[config.mk]
export PLATFORM = sky130hd
export DESIGN_NAME = bresenham_line_clipped
export DESIGN_NICKNAME = d
export VERILOG_FILES = /design/src/hw/rtl/bres_pkg.sv /design/src/hw/rtl/bres_step.sv /design/src/hw/rtl/bresenham_line_clipped.sv
export SDC_FILE = /design/constraint.sdc
export NUM_CORES = 1
export LEC_CHECK = 0
export BUFFER_PORTS_ARGS = -buffer_cell sky130_fd_sc_hd__buf_2
export CAP_MARGIN = 20
export CORE_MARGIN = 3
export CORE_UTILIZATION = 45
export DETAILED_ROUTE_END_ITERATION = 8
export PLACE_DENSITY_LB_ADDON = 0.3
export SETUP_SLACK_MARGIN = 0.02
export SYNTH_ARGS = -nofsm -noshare
export SYNTH_HDL_FRONTEND = slang
export SYNTH_SLANG_ARGS = --single-unit
[constraint.sdc]
create_clock -name clk -period 6.9 [get_ports clk]
set_input_delay 0.345 -clock clk [delete_from_list [all_inputs] [get_ports clk]]
set_output_delay 0.345 -clock clk [all_outputs]
set_load 0.03 [all_outputs]
[src/hw/rtl/bres_pkg.sv]
// ----------------------------------------------------------------------------
// bres_pkg
// Shared types and constants for the clipped Bresenham line generator.
// ----------------------------------------------------------------------------
package bres_pkg;

  localparam int unsigned SCREEN_WIDTH  = 160;
  localparam int unsigned SCREEN_HEIGHT = 128;

  typedef enum logic {
    REQ_START = 1'b0,
    REQ_STEP  = 1'b1
  } req_type_t;

  typedef struct packed {
    logic signed [15:0] pos_x;
    logic signed [15:0] pos_y;
    logic signed [15:0] target_x;
    logic signed [15:0] target_y;
    logic        [16:0] delta_x;
    logic signed [17:0] neg_delta_y;
    logic signed [18:0] error_term;
    logic               step_x_neg;
    logic               step_y_neg;
    logic        [15:0] held_color;
    logic               active;
  } line_state_t;

  typedef struct packed {
    logic signed [15:0] pixel_x;
    logic signed [15:0] pixel_y;
    logic               on_screen;
    logic        [15:0] pixel_color;
    logic               is_last;
  } pixel_t;

endpackage

[src/hw/rtl/bres_step.sv]
// ----------------------------------------------------------------------------
// bres_step
// Line setup and one Bresenham step: next line state and the pixel emitted.
// ----------------------------------------------------------------------------
module bres_step
  import bres_pkg::*;
(
  input  logic               req_type,
  input  logic signed [15:0] start_x,
  input  logic signed [15:0] start_y,
  input  logic signed [15:0] end_x,
  input  logic signed [15:0] end_y,
  input  logic        [15:0] line_color,
  input  line_state_t        cur,
  output line_state_t        nxt,
  output logic               emit,
  output pixel_t             pix
);

  logic signed [16:0] diff_x;
  logic signed [16:0] diff_y;
  logic        [16:0] abs_x;
  logic        [16:0] abs_y;
  logic signed [17:0] ndy_init;
  logic signed [19:0] twice;
  logic signed [19:0] ndy_w;
  logic signed [19:0] dx_w;
  logic               move_x;
  logic               move_y;
  logic signed [18:0] add_x;
  logic signed [18:0] add_y;
  logic               last;
  logic               vis;

  // setup
  assign diff_x   = {end_x[15], end_x} - {start_x[15], start_x};
  assign diff_y   = {end_y[15], end_y} - {start_y[15], start_y};
  assign abs_x    = diff_x[16] ? 17'(-diff_x) : 17'(diff_x);
  assign abs_y    = diff_y[16] ? 17'(-diff_y) : 17'(diff_y);
  assign ndy_init = -$signed({1'b0, abs_y});

  // step
  assign twice  = {cur.error_term[18], cur.error_term} <<< 1;
  assign ndy_w  = {{2{cur.neg_delta_y[17]}}, cur.neg_delta_y};
  assign dx_w   = {3'b000, cur.delta_x};
  assign move_x = twice >= ndy_w;
  assign move_y = twice <= dx_w;
  assign add_x  = move_x ? {cur.neg_delta_y[17], cur.neg_delta_y} : 19'sd0;
  assign add_y  = move_y ? $signed({2'b00, cur.delta_x}) : 19'sd0;

  assign last = (cur.pos_x == cur.target_x) && (cur.pos_y == cur.target_y);
  assign vis  = !cur.pos_x[15] && (cur.pos_x < 16'(SCREEN_WIDTH)) &&
                !cur.pos_y[15] && (cur.pos_y < 16'(SCREEN_HEIGHT));

  assign pix.pixel_x     = cur.pos_x;
  assign pix.pixel_y     = cur.pos_y;
  assign pix.on_screen   = vis;
  assign pix.pixel_color = cur.held_color;
  assign pix.is_last     = last;

  always_comb begin
    nxt  = cur;
    emit = 1'b0;
    case (req_type_t'(req_type))
      REQ_START: begin
        nxt.pos_x       = start_x;
        nxt.pos_y       = start_y;
        nxt.target_x    = end_x;
        nxt.target_y    = end_y;
        nxt.delta_x     = abs_x;
        nxt.neg_delta_y = ndy_init;
        nxt.error_term  = $signed({2'b00, abs_x}) + {ndy_init[17], ndy_init};
        nxt.step_x_neg  = !(start_x < end_x);
        nxt.step_y_neg  = !(start_y < end_y);
        nxt.held_color  = line_color;
        nxt.active      = 1'b1;
      end
      REQ_STEP: begin
        if (cur.active) begin
          emit = 1'b1;
          if (last) begin
            nxt.active = 1'b0;
          end else begin
            nxt.error_term = cur.error_term + add_x + add_y;
            if (move_x) begin
              nxt.pos_x = cur.step_x_neg ? cur.pos_x - 16'sd1 : cur.pos_x + 16'sd1;
            end
            if (move_y) begin
              nxt.pos_y = cur.step_y_neg ? cur.pos_y - 16'sd1 : cur.pos_y + 16'sd1;
            end
          end
        end
      end
      default: begin
        nxt = cur;
      end
    endcase
  end

endmodule

[src/hw/rtl/bresenham_line_clipped.sv]
// ----------------------------------------------------------------------------
// bresenham_line_clipped
// Bresenham line generator with screen clipping flag.
// ----------------------------------------------------------------------------
// A start item loads endpoints and color and gives no output; each step item
// while a line is active gives one pixel, the endpoint pixel with
// out_is_last set, after which steps give nothing until the next start. One
// item is taken every cycle: each step is a single add-compare update of the
// error term and position in bres_step, between the line state register and
// the output register. A pixel shows on the output the cycle after its step
// item is taken. The output register lets a new item in while the previous
// pixel is being taken; a pixel held by a stalled output blocks the input.
module bresenham_line_clipped
  import bres_pkg::*;
(
  input  logic               clk,
  input  logic               rst_n,
  input  logic               in_valid,
  output logic               in_ready,
  input  logic               in_req_type,
  input  logic signed [15:0] in_start_x,
  input  logic signed [15:0] in_start_y,
  input  logic signed [15:0] in_end_x,
  input  logic signed [15:0] in_end_y,
  input  logic        [15:0] in_line_color,
  output logic               out_valid,
  input  logic               out_ready,
  output logic signed [15:0] out_pixel_x,
  output logic signed [15:0] out_pixel_y,
  output logic               out_on_screen,
  output logic        [15:0] out_pixel_color,
  output logic               out_is_last
);

  line_state_t state_r;
  line_state_t state_nxt;
  logic        emit;
  pixel_t      pix;
  pixel_t      pix_r;
  logic        out_valid_r;
  logic        in_acc;

  bres_step u_step (
    .req_type   (in_req_type),
    .start_x    (in_start_x),
    .start_y    (in_start_y),
    .end_x      (in_end_x),
    .end_y      (in_end_y),
    .line_color (in_line_color),
    .cur        (state_r),
    .nxt        (state_nxt),
    .emit       (emit),
    .pix        (pix)
  );

  assign in_ready = !out_valid_r || out_ready;
  assign in_acc   = in_valid && in_ready;

  always_ff @(posedge clk) begin
    if (!rst_n) begin
      state_r     <= '0;
      out_valid_r <= 1'b0;
    end else if (in_acc) begin
      state_r     <= state_nxt;
      out_valid_r <= emit;
    end else if (out_ready) begin
      out_valid_r <= 1'b0;
    end
  end

  always_ff @(posedge clk) begin
    if (in_acc && emit) begin
      pix_r <= pix;
    end
  end

  assign out_valid       = out_valid_r;
  assign out_pixel_x     = pix_r.pixel_x;
  assign out_pixel_y     = pix_r.pixel_y;
  assign out_on_screen   = pix_r.on_screen;
  assign out_pixel_color = pix_r.pixel_color;
  assign out_is_last     = pix_r.is_last;

  a_no_item_no_out: assert property (@(posedge clk) disable iff (!rst_n)
    in_acc && !emit |=> !out_valid_r)
    else $error("output valid after an item with no result");

  a_last_ends_line: assert property (@(posedge clk) disable iff (!rst_n)
    in_acc && emit && pix.is_last |=> !state_r.active)
    else $error("line still active after last pixel");

  a_start_loads: assert property (@(posedge clk) disable iff (!rst_n)
    in_acc && (in_req_type == REQ_START) |=> state_r.active && !out_valid_r)
    else $error("start item did not load a quiet active line");

  a_delta_range: assert property (@(posedge clk) disable iff (!rst_n)
    !state_r.delta_x[16] && (state_r.neg_delta_y <= 18'sd0))
    else $error("delta out of range");

endmodule

Word-level counts from Yosys, hierarchy flattened
Index checks and enable logic that the tools add are counted.
- bits in registers: 188
- input port bits: 85
- bitwise gates (word level): 1
- muxes and demuxes: 21
- reductions and logical operators: 17
- $lt $le $gt $ge: 6
- $add $sub $neg: 12
- eq/ne operators: 6
- operators with widths (kind ; count):
    16-bit 2-to-1 mux ; 4
    32-bit 2-to-1 mux ; 2
    32-bit one-hot mux with 2 select lines ; 1
    19-bit 2-to-1 mux ; 3
    17-bit 2-to-1 mux ; 3
    19-bit adder ; 2
    19-bit one-hot mux with 2 select lines ; 1
    17-bit negator ; 2
    16-bit by 16-bit subtractor with 17-bit output ; 2
    16-bit by 2-bit adder with 16-bit output, second input constant ; 2
    16-bit == test ; 2
    16-bit < comparator ; 2
    16-bit by 8-bit < comparator with 1-bit output, second input constant ; 2
    16-bit by 2-bit subtractor with 16-bit output, second input constant ; 2
    20-bit by 18-bit greater-or-equal comparator with 1-bit output ; 1
    20-bit by 18-bit <= comparator with 1-bit output ; 1
    18-bit by 18-bit adder with 19-bit output ; 1
    17-bit negator with 18-bit output ; 1
    4-bit AND reduction ; 2
    1-bit logical AND ; 6
    1-bit 2-to-1 mux ; 6
    2-bit by 1-bit != test with 1-bit output, second input constant ; 3
    1-bit logical NOT ; 5
    3-bit AND reduction ; 1
    6 further kinds ; 6

Depth between registers and ports, before layout
- depth in word-level cells: 7
- mapped depth: 30

Modules after synthesis
A second synthesis with hierarchy kept.
- cell total of the unflattened synthesis: 2070
- area, all modules: 17265.3 um^2
- by module, submodules not included (module ; cells each ; sequential area each (um^2) ; area each (um^2) ; times used):
    bres_step ; 1419 ; 0.0 ; 10162.2 ; 1
    bresenham_line_clipped ; 651 ; 4264.1 ; 7103.1 ; 1

Worst setup path before layout
Ideal clock, no wire load.
- path type: register to register
- from: reg state_r[23] (netlist name)
- to: reg state_r[36] (netlist name)
- path buffers: 1
- slack: 1.275 ns
- data required time: 6.842 ns
- stages on the path, launching flop included: 28
- arrival time: 5.567 ns
- path through: dfxtp_1 ha_1 a21o_1 a21o_1 a21o_1 a21o_1 a21o_1 a21o_1 a21o_1 a21oi_1 or3_1 clkbuf_1 and2_1 fa_1 ha_1 fa_1 a21o_1 a21oi_1 o21bai_1 a21oi_1 nor2_1 o21a_1 o31ai_1 a211oi_1 o31a_1 o21a_1 o32ai_1 o21a_1
- cells in the longest elaborated chain, start to end: 7
- elaborated cells on any way between the ends: 9
- classes of those cells: add/sub (2); order compare (2); mux (5)
- ends and longest elaborated chain (what ; RTL line ; RTL):
    from (decl) ; bresenham_line_clipped.sv:35 ; line_state_t state_r;
    from (signal assigned) ; bresenham_line_clipped.sv:64 ; state_r <= state_nxt;
    20-bit by 18-bit greater-or-equal comparator with 1-bit output ; bres_step.sv:46 ; assign move_x = twice >= ndy_w;
    19-bit 2-to-1 mux ; bres_step.sv:48 ; assign add_x = move_x ? {cur.neg_delta_y[17], cur.neg_delta_y} : 19'sd0;
    19-bit adder ; bres_step.sv:84 ; nxt.error_term = cur.error_term + add_x + add_y;
    19-bit adder * ; bres_step.sv:84 ;
    19-bit 2-to-1 mux * ; bres_step.sv:81 ; if (last) begin
    19-bit 2-to-1 mux * ; bres_step.sv:79 ; if (cur.active) begin
    19-bit one-hot mux with 2 select lines * ; bres_step.sv:64 ; case (req_type_t'(req_type))
Mark *: on every way between the ends. The rest lies on a longest branch, timed or not. The select of a mux whose other input is x is not followed.
A chain may end at the register's enable or synchronous reset.

Final worst setup path
- from: reg state_r[32] (netlist name)
- to: reg state_r[36] (netlist name)
The elaborated chain is that of the path after synthesis.

==> flow_summary.ini <==
[cells_and_area]
antenna-diode-count = 0
design_area_um2 = 16360
area_growth_syn_to_layout_pct = 11.14
nNetsFinal = 2100
nFillCells = 3062
final_layout_size_suffix_gt1_frac = 0.1251

[yosys]
synth.most_common_cell = nand2_1
synth.area.mux_share = 0.01794
synthSimpleGateAreaFrac = 0.1905
synth.area.top_cells = dfxtp_1 19%, ha_1 11%, edfxtp_1 10%
synth_top_area_share = 0.1877
synth_xor_area_frac = 0.08179
synth_fa_ha_area_frac = 0.1452
synth_fp_nets = 2004
yosysWarningCount = 0
synth_edf_count = 50
syn_inst = 1762
yosysSeqAreaShare = 0.2897
synth_top_area_cell = dfxtp_1
ys_types = 104
synthTopCellsByCount = 193 x nand2_1, 151 x a21oi_1, 138 x dfxtp_1
async_flop_share = 0
synth.avg_cell_area_um2 = 8.352
syn_area_um2 = 14720
synth_seq_cells = 188
synth_top_family_by_area = compound AO/OA/AOI/OAI gates
synth_compound_area_frac = 0.2214
synthFlopType = dfxtp_1

[pwr]
power.density_nw_per_um2 = 261.7
p_leak_nw = 7.211
power_mw = 4.280
ir_drop_uv = 216.0

[place]
io_buffers = 136
place_congestion = 0.9219
dpl_cell_area_um2 = 15760
dp_worst_setup_slack_ns = 0.7742
post-dp-hpwl_mm = 31.66

[floorplan]
ios = 137
die_w_um = 186.8
die_h_um = 186.8
row_count = 65
coreArea_um2 = 31880
dieArea_um2 = 34910
start_util = 0.4616

[timing]
rsz0062_at_grt = no
max-slew-margin-rel = 0.3112
skew_ns = 0.01245
worst_slack_ns = 0.6824
finalHoldViolations = 0
setup_tns_ns = 0
fin_crit_sh = 0.9011
finalMaxSlewViolations = 0
max_freq_ghz = 0.1608
worstMarginPinSlew_ns = 1.026
min_period_ns = 6.218
setup_viol = 0

[clocking]
cts_setup_buffers = 0
numCtsBuffers = 17
cts.htree.levels = 4
clk_latency_ns = 0.46
cts_resized = 0
cts.clk_slew.worst_paths_ns = 0.08
cts_tree = built
numClockSinks = 188
clock_path_buffers = 2
cts-root-buf = clkbuf_16
holdBufCountCts = 0

[route]
wl_mm = 41.59
vias = 13279
drt_pass1_iterations = 6
drt-initial-drc-count = 1005
drcViolationCount = 0
wl_per_cell_um = 18.03
antenna_left = 0
vias_per_cell = 5.758

[global_routing]
busiest_layer = met2
grt_util_met3 = 0.03917
track_usage = 0.2353
grt_use_met2 = 0.3682
grt_max_degree = 71
grt_use_met1 = 0.3318
grt_pass1_wl_mm = 66.89
grt_antenna_before_repair = 1
grt_pass1_vias = 12548
overflow = 0

[setup_path]
cp.arrival_ns = 6.62
end_kind = flop
crit_fanout = 4
worstSetupPathType = reg2reg
required_ns = 7.30
startpoint_type = flop

[status]
status = completed

[flow_run]
cap_violations = 0

[worst_hold_path]
hold_class = in2reg
[final cells by class]
type,count,area [um2],area share
timing repair buffer,148,783.3,0.04789
sequential,188,4264,0.2607
inverter,131,494.2,0.03022
multi-input combinational,1372,9694,0.5927
clock buffer,17,425.4,0.02601
clock inverter,15,150.1,0.009180
tap,435,544.3,0.03328
[metal layers]
layer | part of all wire | vias up
met2 | 0.44 | 450
met5 | 0.00031 | -
li1 | - | 6485
met1 | 0.47 | 6285
met3 | 0.062 | 57
met4 | 0.023 | 2
[critical path, cell delays in order, from the launching register on]
cell	delay, ns
dfxtp_1	0.40
ha_1	0.33
and3_1	0.14
nand3_1	0.12
nor4_1	0.50
nand2_1	0.17
o211ai_1	0.21
a21oi_1	0.09
or3_1	0.41
and2_1	0.20
fa_1	0.45
ha_1	0.23
fa_1	0.41
a21o_1	0.18
a21oi_1	0.23
o21bai_1	0.10
a21oi_1	0.22
nor2_1	0.09
o21a_1	0.19
o31ai_1	0.44
a211oi_1	0.17
o31a_1	0.32
o21a_1	0.17
o32ai_1	0.26
o21a_1	0.15
[where the power goes]
part,leakage [nW],switching (mW),internal [mW],total (mW)
combinational,5.31,1.17,0.788,1.96
sequential,1.61,0.107,1.22,1.33
clock,0.287,0.515,0.484,0.999
total,7.21,1.79,2.49,4.28
[cell usage in the layout (no fill, tap or decap), types with 6 or more instances in the layout]
cell type  synthesis  layout
a211oi_1          52      52
a21boi_0           6       6
a21o_1            44      44
a21oi_1          151     151
a31oi_1           14      14
and2_1            39      39
and3_1            14      14
buf_2              4     136
buf_4              4      11
clkbuf_16          0      17
dfxtp_1          138     138
edfxtp_1          50      50
fa_1              23      23
ha_1             134     134
inv_1            130     129
mux2i_1           23      23
nand2_1          193     192
nand2b_1          19      19
nand3_1           32      32
nand4_1           22      22
nor2_1           133     131
nor2b_1           19      18
nor3_1            28      28
nor4_1            19      19
o211ai_1          20      20
o21a_1            17      17
o21ai_0           74      74
o21bai_1          12      12
o31a_1             6       6
o31ai_1           10      10
or2_2              9       9
or3_1             10      10
xnor2_1           68      68
xor2_1            63      63
[metrics by stage]
stage	hold WS, ns	cells	util
5_1_grt	0.1273	2306	0.5130
6_report	0.1241	2306	0.5130
4_1_cts	0.1060	2305	0.5124
3_3_place_gp	0.4109	2273	0.4943
3_5_place_dp	0.4122	2273	0.4943
2_1_floorplan	0.4081	1762	-
[cell families (layout without fill, tap and decap cells)]
| kind of cell | Yosys count | after routing |
|---|---|---|
| fa+ha+maj | 157 | 157 |
| simple gates | 573 | 573 |
| buf+inv | 202 | 311 |
| mux | 26 | 26 |
| compound gates | 482 | 482 |
| xor+xnor | 134 | 134 |
| flops | 188 | 188 |
[final timing paths]
kind | from | endpoint | slack (ns) | cells after the start
max | state_r[32] | state_r[36] | 0.68 | 24
min | in_line_color[10] | state_r[11] | 0.12 | 3
max reg2reg | state_r[32] | state_r[36] | 0.68 | 24
min reg2reg | state_r[3] | out_pixel_color[2] | 0.43 | 0
[state kept, by name, summed over array words and instances (netlist names)]
signal	cells
state_r	137
out_is_last	1
out_on_screen	1
out_pixel_color	16
out_pixel_y	16
out_valid	1
out_pixel_x	16
No activity file was read; power rests on OpenSTA's default activity.
